==> src/design/assert_macros.svh <==
// Assertion macros used by the sequencer RTL.
`ifndef ASSERT_MACROS_SVH
`define ASSERT_MACROS_SVH
`ifndef SYNTHESIS
`define ASSERT_IMPLIES(label, clock, reset, cond, expr) \
  label: assert property (@(posedge clock) disable iff (reset) (cond) |-> (expr)) \
    else $error("assertion failed");
`define ASSERT_NEXT(label, clock, reset, cond, expr) \
  label: assert property (@(posedge clock) disable iff (reset) (cond) |=> (expr)) \
    else $error("assertion failed");
`else
`define ASSERT_IMPLIES(label, clock, reset, cond, expr)
`define ASSERT_NEXT(label, clock, reset, cond, expr)
`endif
`endif

==> src/design/slvs_pkg.sv <==
// Types and constants of the scissor lift valve sequencer.
`timescale 1ns / 1ps
`default_nettype none
package slvs_pkg;

  typedef enum logic [2:0] {
    SQ_IDLE, SQ_UP_WAIT, SQ_UP_RUN, SQ_DN_1, SQ_DN_2, SQ_DN_DROP, SQ_LOCKED, SQ_REFILL
  } seq_t;

  typedef enum logic [2:0] {
    ST_IDLE, ST_RISING, ST_DROPPING, ST_LOCKED, ST_REFILLING
  } status_t;

  typedef enum logic [3:0] {
    EV_NONE, EV_UP_START, EV_UP_LIMIT, EV_UP_RELEASE, EV_DOWN_START, EV_DOWN_RELEASE,
    EV_LOCK_START, EV_LOCK_STOP, EV_REFILL_START, EV_REFILL_STOP, EV_ROLE_SWITCH
  } event_t;

  typedef enum logic [1:0] {
    CFG_AIR_DELAY, CFG_MAIN_HOLD, CFG_SUB_HOLD, CFG_UNUSED
  } cfg_idx_t;

  localparam logic KIND_POLL  = 1'b0;
  localparam logic KIND_ABORT = 1'b1;

  localparam int O_MOTOR = 0;
  localparam int O_MWORK = 1;
  localparam int O_SWORK = 2;
  localparam int O_MAIR  = 3;
  localparam int O_SAIR  = 4;
  localparam int O_DROP  = 5;

  localparam int CFG_W = 16;

  localparam logic [CFG_W-1:0] AIR_DELAY_RST = 16'd200;
  localparam logic [CFG_W-1:0] MAIN_HOLD_RST = 16'd3000;
  localparam logic [CFG_W-1:0] SUB_HOLD_RST  = 16'd1500;

endpackage
`default_nettype wire

==> src/design/scissor_lift_valve_sequencer.sv <==
// Top level of the scissor lift valve sequencer.
// Returns exactly one result word per accepted word, registered on acceptance in a single
// output register; in_ready stays high while that register is empty or being drained, so
// back-to-back words flow at one per cycle while out_ready is high. The sequence state,
// timers and role are updated as a word is accepted, by one pass of shallow logic (two
// TIME_BITS-wide subtracts and compares). Elapsed time wraps modulo 2^TIME_BITS, and only
// the low TIME_BITS bits of now_ms are used. Configuration writes take effect at once.
`timescale 1ns / 1ps
`default_nettype none
`include "assert_macros.svh"
module scissor_lift_valve_sequencer #(
  parameter int TIME_BITS = 32
) (
  input  wire logic        clk,
  input  wire logic        rst,
  input  wire logic        cfg_we,
  input  wire logic [1:0]  cfg_index,
  input  wire logic [15:0] cfg_data,
  input  wire logic        in_valid,
  output logic             in_ready,
  input  wire logic        kind,
  input  wire logic [31:0] now_ms,
  input  wire logic        rotary_main,
  input  wire logic        up_button,
  input  wire logic        down_button,
  input  wire logic        lock_button,
  input  wire logic        refill_button,
  input  wire logic        main_upper_limit,
  input  wire logic        sub_upper_limit,
  output logic             out_valid,
  input  wire logic        out_ready,
  output logic             motor_on,
  output logic             main_work_valve_on,
  output logic             sub_work_valve_on,
  output logic             main_air_valve_on,
  output logic             sub_air_valve_on,
  output logic             drop_valve_on,
  output logic [2:0]       lift_status,
  output logic [3:0]       event_code,
  output logic [15:0]      event_duration_ms,
  output logic             rearm_request,
  output logic             role_is_main
);

  logic [slvs_pkg::CFG_W-1:0] air_wait, main_hold, sub_hold;

  slvs_pkg::seq_t    seq, seq_next;
  slvs_pkg::status_t status, status_next;
  logic [TIME_BITS-1:0] act_start, act_start_next, ph_start, ph_start_next;
  logic [2:0] prev_btn, prev_btn_next;
  logic role, role_next, role_sampled, role_sampled_next;
  logic [5:0] levels, levels_next;
  slvs_pkg::event_t ev;
  logic [15:0] dur;
  logic rearm;

  logic [TIME_BITS-1:0] now_t, ph, act;
  logic role_cur, lim, accept;
  logic [slvs_pkg::CFG_W-1:0] hold;
  logic [5:0] work_bit, air_bit, drop_bit, motor_bit;

  function automatic logic [5:0] force_down(input logic [5:0] l, input logic [5:0] w,
                                            input logic [5:0] a, input logic [5:0] d,
                                            input logic [5:0] m);
    force_down = (l & ~m) | w | a | d;
  endfunction

  assign accept   = in_valid && in_ready;
  assign in_ready = !out_valid || out_ready;

  assign now_t    = now_ms[TIME_BITS-1:0];
  assign role_cur = role_sampled ? role : rotary_main;
  assign lim      = role_cur ? main_upper_limit : sub_upper_limit;
  assign hold     = role_cur ? main_hold : sub_hold;
  assign ph       = now_t - ph_start;
  assign act      = now_t - act_start;

  always_comb begin
    work_bit  = '0;
    air_bit   = '0;
    drop_bit  = '0;
    motor_bit = '0;
    work_bit[role_cur ? slvs_pkg::O_MWORK : slvs_pkg::O_SWORK] = 1'b1;
    air_bit[role_cur ? slvs_pkg::O_MAIR : slvs_pkg::O_SAIR]    = 1'b1;
    drop_bit[slvs_pkg::O_DROP]   = 1'b1;
    motor_bit[slvs_pkg::O_MOTOR] = 1'b1;
  end

  always_comb begin
    seq_next          = seq;
    status_next       = status;
    act_start_next    = act_start;
    ph_start_next     = ph_start;
    prev_btn_next     = prev_btn;
    role_next         = role;
    role_sampled_next = role_sampled;
    levels_next       = levels;
    ev                = slvs_pkg::EV_NONE;
    dur               = '0;
    rearm             = 1'b0;
    if (kind == slvs_pkg::KIND_ABORT) begin
      levels_next    = '0;
      seq_next       = slvs_pkg::SQ_IDLE;
      act_start_next = '0;
      ph_start_next  = '0;
      status_next    = slvs_pkg::ST_IDLE;
    end else if (rotary_main != role_cur) begin
      role_sampled_next = 1'b1;
      levels_next       = '0;
      seq_next          = slvs_pkg::SQ_IDLE;
      ph_start_next     = '0;
      status_next       = slvs_pkg::ST_IDLE;
      role_next         = rotary_main;
      ev                = slvs_pkg::EV_ROLE_SWITCH;
      rearm             = 1'b1;
    end else begin
      role_sampled_next = 1'b1;
      role_next         = role_cur;
      case (seq)
        slvs_pkg::SQ_IDLE: begin
          if (up_button && refill_button) begin
            levels_next    = levels | motor_bit | work_bit;
            seq_next       = slvs_pkg::SQ_REFILL;
            act_start_next = now_t;
            ph_start_next  = now_t;
            status_next    = slvs_pkg::ST_REFILLING;
            ev             = slvs_pkg::EV_REFILL_START;
          end else if (up_button && !prev_btn[0]) begin
            if (!lim) begin
              levels_next    = levels | motor_bit | work_bit;
              act_start_next = now_t;
              ph_start_next  = now_t;
              seq_next       = slvs_pkg::SQ_UP_WAIT;
              status_next    = slvs_pkg::ST_RISING;
              ev             = slvs_pkg::EV_UP_START;
            end
          end else if (down_button && !prev_btn[1]) begin
            act_start_next = now_t;
            ph_start_next  = now_t;
            status_next    = slvs_pkg::ST_DROPPING;
            ev             = slvs_pkg::EV_DOWN_START;
            if (lim || lock_button) begin
              levels_next = force_down(levels, work_bit, air_bit, drop_bit, motor_bit);
              seq_next    = slvs_pkg::SQ_DN_DROP;
            end else begin
              levels_next = levels | motor_bit | work_bit;
              seq_next    = slvs_pkg::SQ_DN_1;
            end
          end else if (lock_button && !prev_btn[2]) begin
            levels_next    = levels | work_bit | drop_bit;
            seq_next       = slvs_pkg::SQ_LOCKED;
            act_start_next = now_t;
            ph_start_next  = now_t;
            status_next    = slvs_pkg::ST_LOCKED;
            ev             = slvs_pkg::EV_LOCK_START;
          end
        end
        slvs_pkg::SQ_UP_WAIT, slvs_pkg::SQ_UP_RUN: begin
          if (seq == slvs_pkg::SQ_UP_WAIT && ph >= TIME_BITS'(air_wait)) begin
            levels_next = levels | air_bit;
            seq_next    = slvs_pkg::SQ_UP_RUN;
          end
          if (lim || !up_button) begin
            levels_next   = '0;
            seq_next      = slvs_pkg::SQ_IDLE;
            ph_start_next = '0;
            status_next   = slvs_pkg::ST_IDLE;
            if (lim) begin
              ev = slvs_pkg::EV_UP_LIMIT;
            end else begin
              ev = slvs_pkg::EV_UP_RELEASE;
            end
            dur           = act[15:0];
          end
        end
        slvs_pkg::SQ_DN_1, slvs_pkg::SQ_DN_2, slvs_pkg::SQ_DN_DROP: begin
          if (seq == slvs_pkg::SQ_DN_1) begin
            if (ph >= TIME_BITS'(air_wait)) begin
              levels_next   = levels | air_bit;
              ph_start_next = now_t;
              seq_next      = slvs_pkg::SQ_DN_2;
            end
          end else if (seq == slvs_pkg::SQ_DN_2) begin
            if (ph >= TIME_BITS'(hold)) begin
              levels_next = force_down(levels, work_bit, air_bit, drop_bit, motor_bit);
              seq_next    = slvs_pkg::SQ_DN_DROP;
              status_next = slvs_pkg::ST_DROPPING;
            end
          end
          if (lim || lock_button) begin
            levels_next = force_down(levels_next, work_bit, air_bit, drop_bit, motor_bit);
            seq_next    = slvs_pkg::SQ_DN_DROP;
            status_next = slvs_pkg::ST_DROPPING;
          end
          if (!down_button) begin
            levels_next   = '0;
            seq_next      = slvs_pkg::SQ_IDLE;
            ph_start_next = '0;
            status_next   = slvs_pkg::ST_IDLE;
            ev            = slvs_pkg::EV_DOWN_RELEASE;
            dur           = act[15:0];
          end
        end
        slvs_pkg::SQ_LOCKED: begin
          if (!lock_button) begin
            levels_next   = '0;
            seq_next      = slvs_pkg::SQ_IDLE;
            ph_start_next = '0;
            status_next   = slvs_pkg::ST_IDLE;
            ev            = slvs_pkg::EV_LOCK_STOP;
            dur           = act[15:0];
          end
        end
        default: begin
          if (ph >= TIME_BITS'(air_wait)) begin
            levels_next = levels | air_bit;
          end
          if (!up_button || !refill_button) begin
            levels_next   = '0;
            seq_next      = slvs_pkg::SQ_IDLE;
            ph_start_next = '0;
            status_next   = slvs_pkg::ST_IDLE;
            ev            = slvs_pkg::EV_REFILL_STOP;
            dur           = act[15:0];
          end
        end
      endcase
      prev_btn_next = {lock_button, down_button, up_button};
    end
  end

  always_ff @(posedge clk) begin
    if (rst) begin
      air_wait  <= slvs_pkg::AIR_DELAY_RST;
      main_hold <= slvs_pkg::MAIN_HOLD_RST;
      sub_hold  <= slvs_pkg::SUB_HOLD_RST;
    end else if (cfg_we) begin
      case (slvs_pkg::cfg_idx_t'(cfg_index))
        slvs_pkg::CFG_AIR_DELAY: air_wait  <= cfg_data;
        slvs_pkg::CFG_MAIN_HOLD: main_hold <= cfg_data;
        slvs_pkg::CFG_SUB_HOLD:  sub_hold  <= cfg_data;
        default: ;
      endcase
    end
  end

  always_ff @(posedge clk) begin
    if (rst) begin
      seq          <= slvs_pkg::SQ_IDLE;
      status       <= slvs_pkg::ST_IDLE;
      act_start    <= '0;
      ph_start     <= '0;
      prev_btn     <= '0;
      role         <= 1'b1;
      role_sampled <= 1'b0;
      levels       <= '0;
    end else if (accept) begin
      seq          <= seq_next;
      status       <= status_next;
      act_start    <= act_start_next;
      ph_start     <= ph_start_next;
      prev_btn     <= prev_btn_next;
      role         <= role_next;
      role_sampled <= role_sampled_next;
      levels       <= levels_next;
    end
  end

  always_ff @(posedge clk) begin
    if (rst) begin
      out_valid <= 1'b0;
    end else if (accept) begin
      out_valid <= 1'b1;
    end else if (out_ready) begin
      out_valid <= 1'b0;
    end
  end

  always_ff @(posedge clk) begin
    if (accept) begin
      motor_on           <= levels_next[slvs_pkg::O_MOTOR];
      main_work_valve_on <= levels_next[slvs_pkg::O_MWORK];
      sub_work_valve_on  <= levels_next[slvs_pkg::O_SWORK];
      main_air_valve_on  <= levels_next[slvs_pkg::O_MAIR];
      sub_air_valve_on   <= levels_next[slvs_pkg::O_SAIR];
      drop_valve_on      <= levels_next[slvs_pkg::O_DROP];
      lift_status        <= status_next;
      event_code         <= ev;
      event_duration_ms  <= dur;
      rearm_request      <= rearm;
      role_is_main       <= role_next;
    end
  end

  `ASSERT_IMPLIES(a_idle_outputs_off, clk, rst, seq == slvs_pkg::SQ_IDLE, levels == '0)
  `ASSERT_IMPLIES(a_no_motor_with_drop, clk, rst, out_valid, !(motor_on && drop_valve_on))
  `ASSERT_IMPLIES(a_rearm_on_switch, clk, rst, out_valid && rearm_request,
                  event_code == slvs_pkg::EV_ROLE_SWITCH)
  `ASSERT_NEXT(a_abort_clears, clk, rst, accept && kind == slvs_pkg::KIND_ABORT,
               out_valid && lift_status == slvs_pkg::ST_IDLE &&
               event_code == slvs_pkg::EV_NONE)

endmodule
`default_nettype wire
==> config.mk <==
export PLATFORM = sky130hd
export DESIGN_NAME = scissor_lift_valve_sequencer
export DESIGN_NICKNAME = d
export VERILOG_FILES = /design/src/design/slvs_pkg.sv /design/src/design/scissor_lift_valve_sequencer.sv
export VERILOG_INCLUDE_DIRS = /design/src /design/src/design
export SDC_FILE = /design/constraint.sdc
export NUM_CORES = 1
export LEC_CHECK = 0
export BUFFER_PORTS_ARGS = -buffer_cell sky130_fd_sc_hd__buf_4
export CORE_MARGIN = 3
export CORE_UTILIZATION = 65
export CTS_CLUSTER_DIAMETER = 40
export DETAILED_ROUTE_END_ITERATION = 8
export PLACE_DENSITY = 0.86
export SKIP_CTS_REPAIR_TIMING = 1
export SLEW_MARGIN = 20
export SYNTH_ARGS = -nofsm -noshare
export SYNTH_HDL_FRONTEND = slang
export SYNTH_SLANG_ARGS = --single-unit
==> constraint.sdc <==
create_clock -name clk -period 7.36 [get_ports clk]
set_clock_uncertainty 0.15 [all_clocks]
set_input_delay 0.736 -clock clk [delete_from_list [all_inputs] [get_ports clk]]
set_output_delay 0.736 -clock clk [all_outputs]
set_load 0.1 [all_outputs]
# Word level (Yosys, flattened, before mapping)

Index checks and enable logic that the tools add are counted.

Add/sub/neg operators: 2
Bitwise logic cells: 9
Reduce and logical (&&, ||, !) cells: 35
Mux-type cells: 105
Order comparisons: 6
Equality and inequality tests: 21

Operators with widths:

| kind                                                           | count |
|---|---|
| 32-bit two-way mux                                             | 13 |
| 16-bit two-way mux                                             | 8 |
| 32-bit one-hot mux with 4 select lines                         | 1 |
| 6-bit two-way mux                                              | 21 |
| 3-bit two-way mux                                              | 38 |
| 32-bit by 16-bit greater-or-equal comparator with 1-bit output | 2 |
| 16-bit one-hot mux with 4 select lines                         | 1 |
| 32-bit subtractor                                              | 1 |
| 7-bit != test, second input constant                           | 4 |
| 5-bit OR                                                       | 5 |
| 3-bit one-hot mux with 4 select lines                          | 2 |
| 6-bit one-hot mux with 4 select lines                          | 1 |
| 4-bit two-way mux                                              | 4 |
| 4-bit one-hot mux with 4 select lines                          | 1 |
| 16-bit subtractor                                              | 1 |
| 5-bit != test, second input constant                           | 3 |
| 4-bit != test, second input constant                           | 3 |
| 6-bit OR                                                       | 2 |
| 1-bit two-way mux                                              | 11 |
| 3-bit equality test, second input constant                     | 3 |
| 9-bit AND reduction                                            | 1 |
| 1-bit logical AND                                              | 8 |
| 2-bit AND reduction                                            | 4 |
| 8-bit AND reduction                                            | 1 |
| 25 further kinds                                               | 39 |

Logic and storage cells: 202
Output and inout bits: 33
Register bits: 145

# Logic depth before layout (Yosys ltp)

Word-level depth: 21
Mapped depth: 23
Depth with buffers taken out: 23

# Worst setup path after synthesis

Ideal clock, no wire load.

Path kind: input to register
Start point: in rotary_main
End point: reg sub_air_valve_on (data pin)
Stages on the path: 15
Path buffers: 2
Data required time: 6.950 ns
Setup slack: 2.184 ns
Data arrival time: 4.765 ns
Cells stage by stage: mux2i_1 -> clkbuf_1 -> buf_1 -> mux2i_1 -> ha_1 -> a2111oi_0 -> o21ai_0 -> a2111oi_0 -> nor2_1 -> a2111oi_0 -> nand4_1 -> a31oi_4 -> nand3_2 -> o32ai_2 -> nand2_1

Cells in the longest elaborated chain, start to end: 21

Ends and longest elaborated chain:

| what                                                                                                                                                | line                                | text |
|---|---|---|
| from (decl)                                                                                                                                         | scissor_lift_valve_sequencer.sv:23  | `input wire logic rotary_main,` |
| 1-bit two-way mux                                                                                                                                   | scissor_lift_valve_sequencer.sv:72  | `assign role_cur = role_sampled ? role : rotary_main;` |
| 2-bit two-way mux                                                                                                                                   | scissor_lift_valve_sequencer.sv:83  | `work_bit[role_cur ? slvs_pkg::O_MWORK : slvs_pkg::O_SWORK] = 1'b1;` |
| 2-bit by 4-bit < comparator with 1-bit output (not written as such) or 2-bit by 1-bit greater-or-equal comparator with 1-bit output (tied branches) | scissor_lift_valve_sequencer.sv:83  |  |
| 1-bit logical AND (not written as such)                                                                                                             | scissor_lift_valve_sequencer.sv:83  |  |
| 1-bit two-way mux                                                                                                                                   | scissor_lift_valve_sequencer.sv:83  |  |
| 1-bit demux with 3-bit select                                                                                                                       | scissor_lift_valve_sequencer.sv:83  |  |
| 5-bit OR (2 in series)                                                                                                                              | scissor_lift_valve_sequencer.sv:65  | `force_down = (l & ~m) \| w \| a \| d;` |
| 6-bit two-way mux                                                                                                                                   | scissor_lift_valve_sequencer.sv:184 | `if (ph >= TIME_BITS'(hold)) begin` |
| [... 4 more ...]                                                                                                                                    | -                                   |  |
| 6-bit two-way mux                                                                                                                                   | scissor_lift_valve_sequencer.sv:101 | `if (kind == slvs_pkg::KIND_ABORT) begin` |
| 5-bit OR (2 in series)                                                                                                                              | scissor_lift_valve_sequencer.sv:65  |  |
| 6-bit two-way mux                                                                                                                                   | scissor_lift_valve_sequencer.sv:190 | `if (lim \|\| lock_button) begin` |
| 6-bit two-way mux                                                                                                                                   | scissor_lift_valve_sequencer.sv:195 | `if (!down_button) begin` |
| 6-bit one-hot mux with 4 select lines                                                                                                               | scissor_lift_valve_sequencer.sv:119 | `case (seq)` |
| 6-bit two-way mux *                                                                                                                                 | scissor_lift_valve_sequencer.sv:107 | `end else if (rotary_main != role_cur) begin` |
| 6-bit two-way mux *                                                                                                                                 | scissor_lift_valve_sequencer.sv:101 |  |
| net levels_next[4]                                                                                                                                  | scissor_lift_valve_sequencer.sv:52  | `logic [5:0] levels, levels_next;` |
| to (signal assigned)                                                                                                                                | scissor_lift_valve_sequencer.sv:285 | `sub_air_valve_on <= levels_next[slvs_pkg::O_SAIR];` |
| to (decl)                                                                                                                                           | scissor_lift_valve_sequencer.sv:36  | `output logic sub_air_valve_on,` |

Mark *: on every way through the listed nets, which the timed path passes. The rest lies on a longest branch. The select of a mux whose other input is x is not followed.
A chain may end at the register's enable or synchronous reset.

# Worst setup path in the final report

Start point: in now_ms[2]
End point: reg sub_air_valve_on (data pin)

Cells in the longest elaborated chain, start to end: 15

Ends and longest elaborated chain:

| what                                                           | line                                | text |
|---|---|---|
| from (decl)                                                    | scissor_lift_valve_sequencer.sv:22  | `input wire logic [31:0] now_ms,` |
| 32-bit subtractor *                                            | scissor_lift_valve_sequencer.sv:75  | `assign ph = now_t - ph_start;` |
| 32-bit by 16-bit greater-or-equal comparator with 1-bit output | scissor_lift_valve_sequencer.sv:184 |  |
| 6-bit two-way mux                                              | scissor_lift_valve_sequencer.sv:184 |  |
| 6-bit two-way mux                                              | scissor_lift_valve_sequencer.sv:183 | `end else if (seq == slvs_pkg::SQ_DN_2) begin` |
| 6-bit two-way mux                                              | scissor_lift_valve_sequencer.sv:177 | `if (seq == slvs_pkg::SQ_DN_1) begin` |
| 6-bit two-way mux                                              | scissor_lift_valve_sequencer.sv:119 |  |
| 6-bit two-way mux                                              | scissor_lift_valve_sequencer.sv:107 |  |
| 6-bit two-way mux                                              | scissor_lift_valve_sequencer.sv:101 |  |
| 5-bit OR (2 in series)                                         | scissor_lift_valve_sequencer.sv:65  |  |
| 6-bit two-way mux                                              | scissor_lift_valve_sequencer.sv:190 |  |
| 6-bit two-way mux                                              | scissor_lift_valve_sequencer.sv:195 |  |
| 6-bit one-hot mux with 4 select lines *                        | scissor_lift_valve_sequencer.sv:119 |  |
| 6-bit two-way mux *                                            | scissor_lift_valve_sequencer.sv:107 |  |
| 6-bit two-way mux *                                            | scissor_lift_valve_sequencer.sv:101 |  |
| net levels_next[4]                                             | scissor_lift_valve_sequencer.sv:52  |  |

Marked as above.

==> run metrics <==
Final Non-Filler Cells 1463; drt drc 0; top-count cell post-synth nand2_1; top-area cell type share of the netlist area between 20% and 30%; post-synthesis simple-gate area fraction 22.42%; Final Setup Violations 0; Clock Pin Slew Worst Setup and Hold Paths approximately 0.070 ns; distinct cell type count after synthesis 86; Worst-Margin Slew a little under 1 ns; Clock H-tree levels 4; worst skew pair latency ~0.44 ns; FFs w/ async S/R, synth 0%; Port Buf Inserts 95; vias after detailed routing 9123; VDD IR max between 150 and 200 uV; unrepaired setup endpoints after global routing no; ys flop type dfxtp_1; syn_area_per_cell ~8 sq um; final hold violations 0; post-synthesis mux area share ~2.6%; die area ~0.017 sq mm; post-synthesis register bit count approximately 150; initial antenna violation count 0; layout cells sized above 1 between 10 and 15%; area leader, netlist dfxtp_1; placed cells 1431; main combinational cell family by area after synthesis compound AO/OA/AOI/OAI gates; Cell Area, Synth ~0.0099 sq mm; setup tns final 0 ns; DRT antenna net count 0; Area Growth Syn to Fin 13.16%; Die Y approximately 130 um; Hold Path Class flop to flop; sequential share of the synthesized area roughly a third; post-DR wirelength/cell ~17 um; Setup CP Type input port to flop; routability cong. between 0.9 and 1; synth top area cells dfxtp_1 23%, ha_1 9.8%, edfxtp_1 9.4%; Overflow after GRT 0; total power 2.460 mW; Crit path required time about 7.4 ns; synth cell count leaders 156 x nand2_1, 132 x a21oi_1, 114 x dfxtp_1, 83 x inv_1, 78 x ha_1; first-pass GRT wire length 41.06 mm; Pre-antenna DRT Iters 6; XOR/XNOR share of the synthesized area under 10%; clock root buffer clkbuf_16; Routed WL ~25 mm; I/O pin count between 90 and 100; adder-cell area share of the yosys netlist ~10%; initial core utilization 67.39%; initial DRC count 962; Net Count, Synth about 1400; layout net count ~1400; Die X 129.7 um; largest net degree at the start of global routing between 80 and 90; Core ar. 0.01475 sq mm; worst rel slew slack between 30% and 40%; area fraction in compound gates after synthesis 22.80%; CP endpoint kind flop; Slew Viols, Final 0; Leak Pwr approximately 4.4 nW; Final HPWL DP about 18 mm; Vias/cell about 6.2; CP Max Fanout 8; CTS Buffer Depth 2; vias in the first global route approximately 8400; WP data arrival roughly 5.2 ns; Rows 44; Period minus WS final 5.129 ns; outcome complete, no violations; Ys Warns 0; Peak Freq just under 0.2 GHz; CTS tree yes; Max Cap Violations 0; Post-synth EDFFs 31; Syn Inst Count between 1000 and 1500; Tcrit/Tclk final 69.68%; Ant. Diodes 0; CTS buffer count 17; Tot GR Track Use 30.03%; CTS Sinks 145; Worst setup SP type input port; fillers ~1100; Pwr Density 218.6 mW/mm^2
-- report_power, final --
part	total [mW]	internal, mW	switching, mW	leakage (nW)
Clock	0.878	0.484	0.394	0.294
Combinational	0.705	0.251	0.454	2.90
Sequential	0.877	0.855	0.0217	1.24
-- worst paths after layout --
path	start	to	slack, ns	cells past startpoint
max reg2reg	ph_start[3]	sub_air_valve_on	2.30	20
min	main_hold[15]	main_hold[15]	0.31	2
min reg2reg	main_hold[15]	main_hold[15]	0.31	2
max	now_ms[2]	sub_air_valve_on	2.23	21
-- registers in the layout (all words and copies together), names as in the netlist, 3 cells and up --
register	count
ph_start	32
act_start	16
air_wait	16
event_duration_ms	16
main_hold	16
sub_hold	16
levels	6
event_code	4
lift_status	3
prev_btn	3
seq	3
status	3
-- layout by cell type (no fill, tap or decap), drive strengths merged, types with 14 or more instances in the layout --
master	n
nor2	75
nor3	25
a21oi	133
o21ai	54
nand2	157
nand4b	14
o31ai	33
clkbuf	17
xnor2	23
a21o	23
buf	105
edfxtp	31
nand3b	33
dfxtp	114
nand3	35
mux2i	22
a31oi	14
inv	93
ha	78
nand2b	37
xor2	14
-- routing by layer --
layer | share of wire, % | vias to the layer above | wire, um | track usage, %
met1 | 43 | 4240 | 10750 | 40.08
met3 | 6.8 | 50 | 1712 | 5.029
met4 | 2.1 | 0 | 539 | 8.924
met2 | 48 | 375 | 12120 | 50.17
met5 | 0 | - | 0 | 0
li1 | - | 4458 | - | -
-- worst max-delay path: stages --
cell	delay (ns)
buf_4	0.13
ha_1	0.35
o211ai_1	0.19
a21oi_1	0.08
nor2_1	0.23
o21ai_0	0.19
a31oi_1	0.24
xnor2_1	0.18
ha_1	0.29
a21oi_1	0.17
nor2b_1	0.06
o21ai_0	0.16
a21oi_1	0.08
a2111oi_0	0.41
nor2_1	0.09
a2111oi_0	0.35
nand4_1	0.29
a31oi_4	0.42
nand3_2	0.14
o32ai_2	0.30
nand2_1	0.08
-- cell families after synthesis --
logic type / Yosys count
buffers and inverters: 151
and+or+nand+nor: 437
AOI/OAI and AO/OA: 335
xor gates and xnor gates: 37
muxes: 25
adders and majority gates: 80
DFF: 145
-- cell type report --
type	count	area, sq um	share of cell area (%)
Clock inverter	15	167.7	1.490
Sequential cell	145	3213	28.56
Tap cell	184	230.2	2.046
Inverter	83	311.5	2.769
Timing Repair Buffer	105	788.3	7.005
Multi-Input combinational cell	914	6116	54.35
Clock buffer	17	425.4	3.781
-- through the flow --
| step | hold slack (ns) | setup WS, ns | area, sq um | util [%] |
|---|---|---|---|---|
| CTS | 0.3051 | 2.280 | 11250 | 76.25 |
| finish | 0.3073 | 2.231 | 11250 | 76.26 |
| global placement | 0.2896 | 1.943 | 10660 | 72.23 |
| detailed placement | 0.2963 | 1.832 | 10660 | 72.23 |
| global route | 0.3221 | 1.632 | 11250 | 76.26 |
| floorplan | 0.2829 | 2.184 | 9943 | - |
Power figures use the tool's default switching activity.
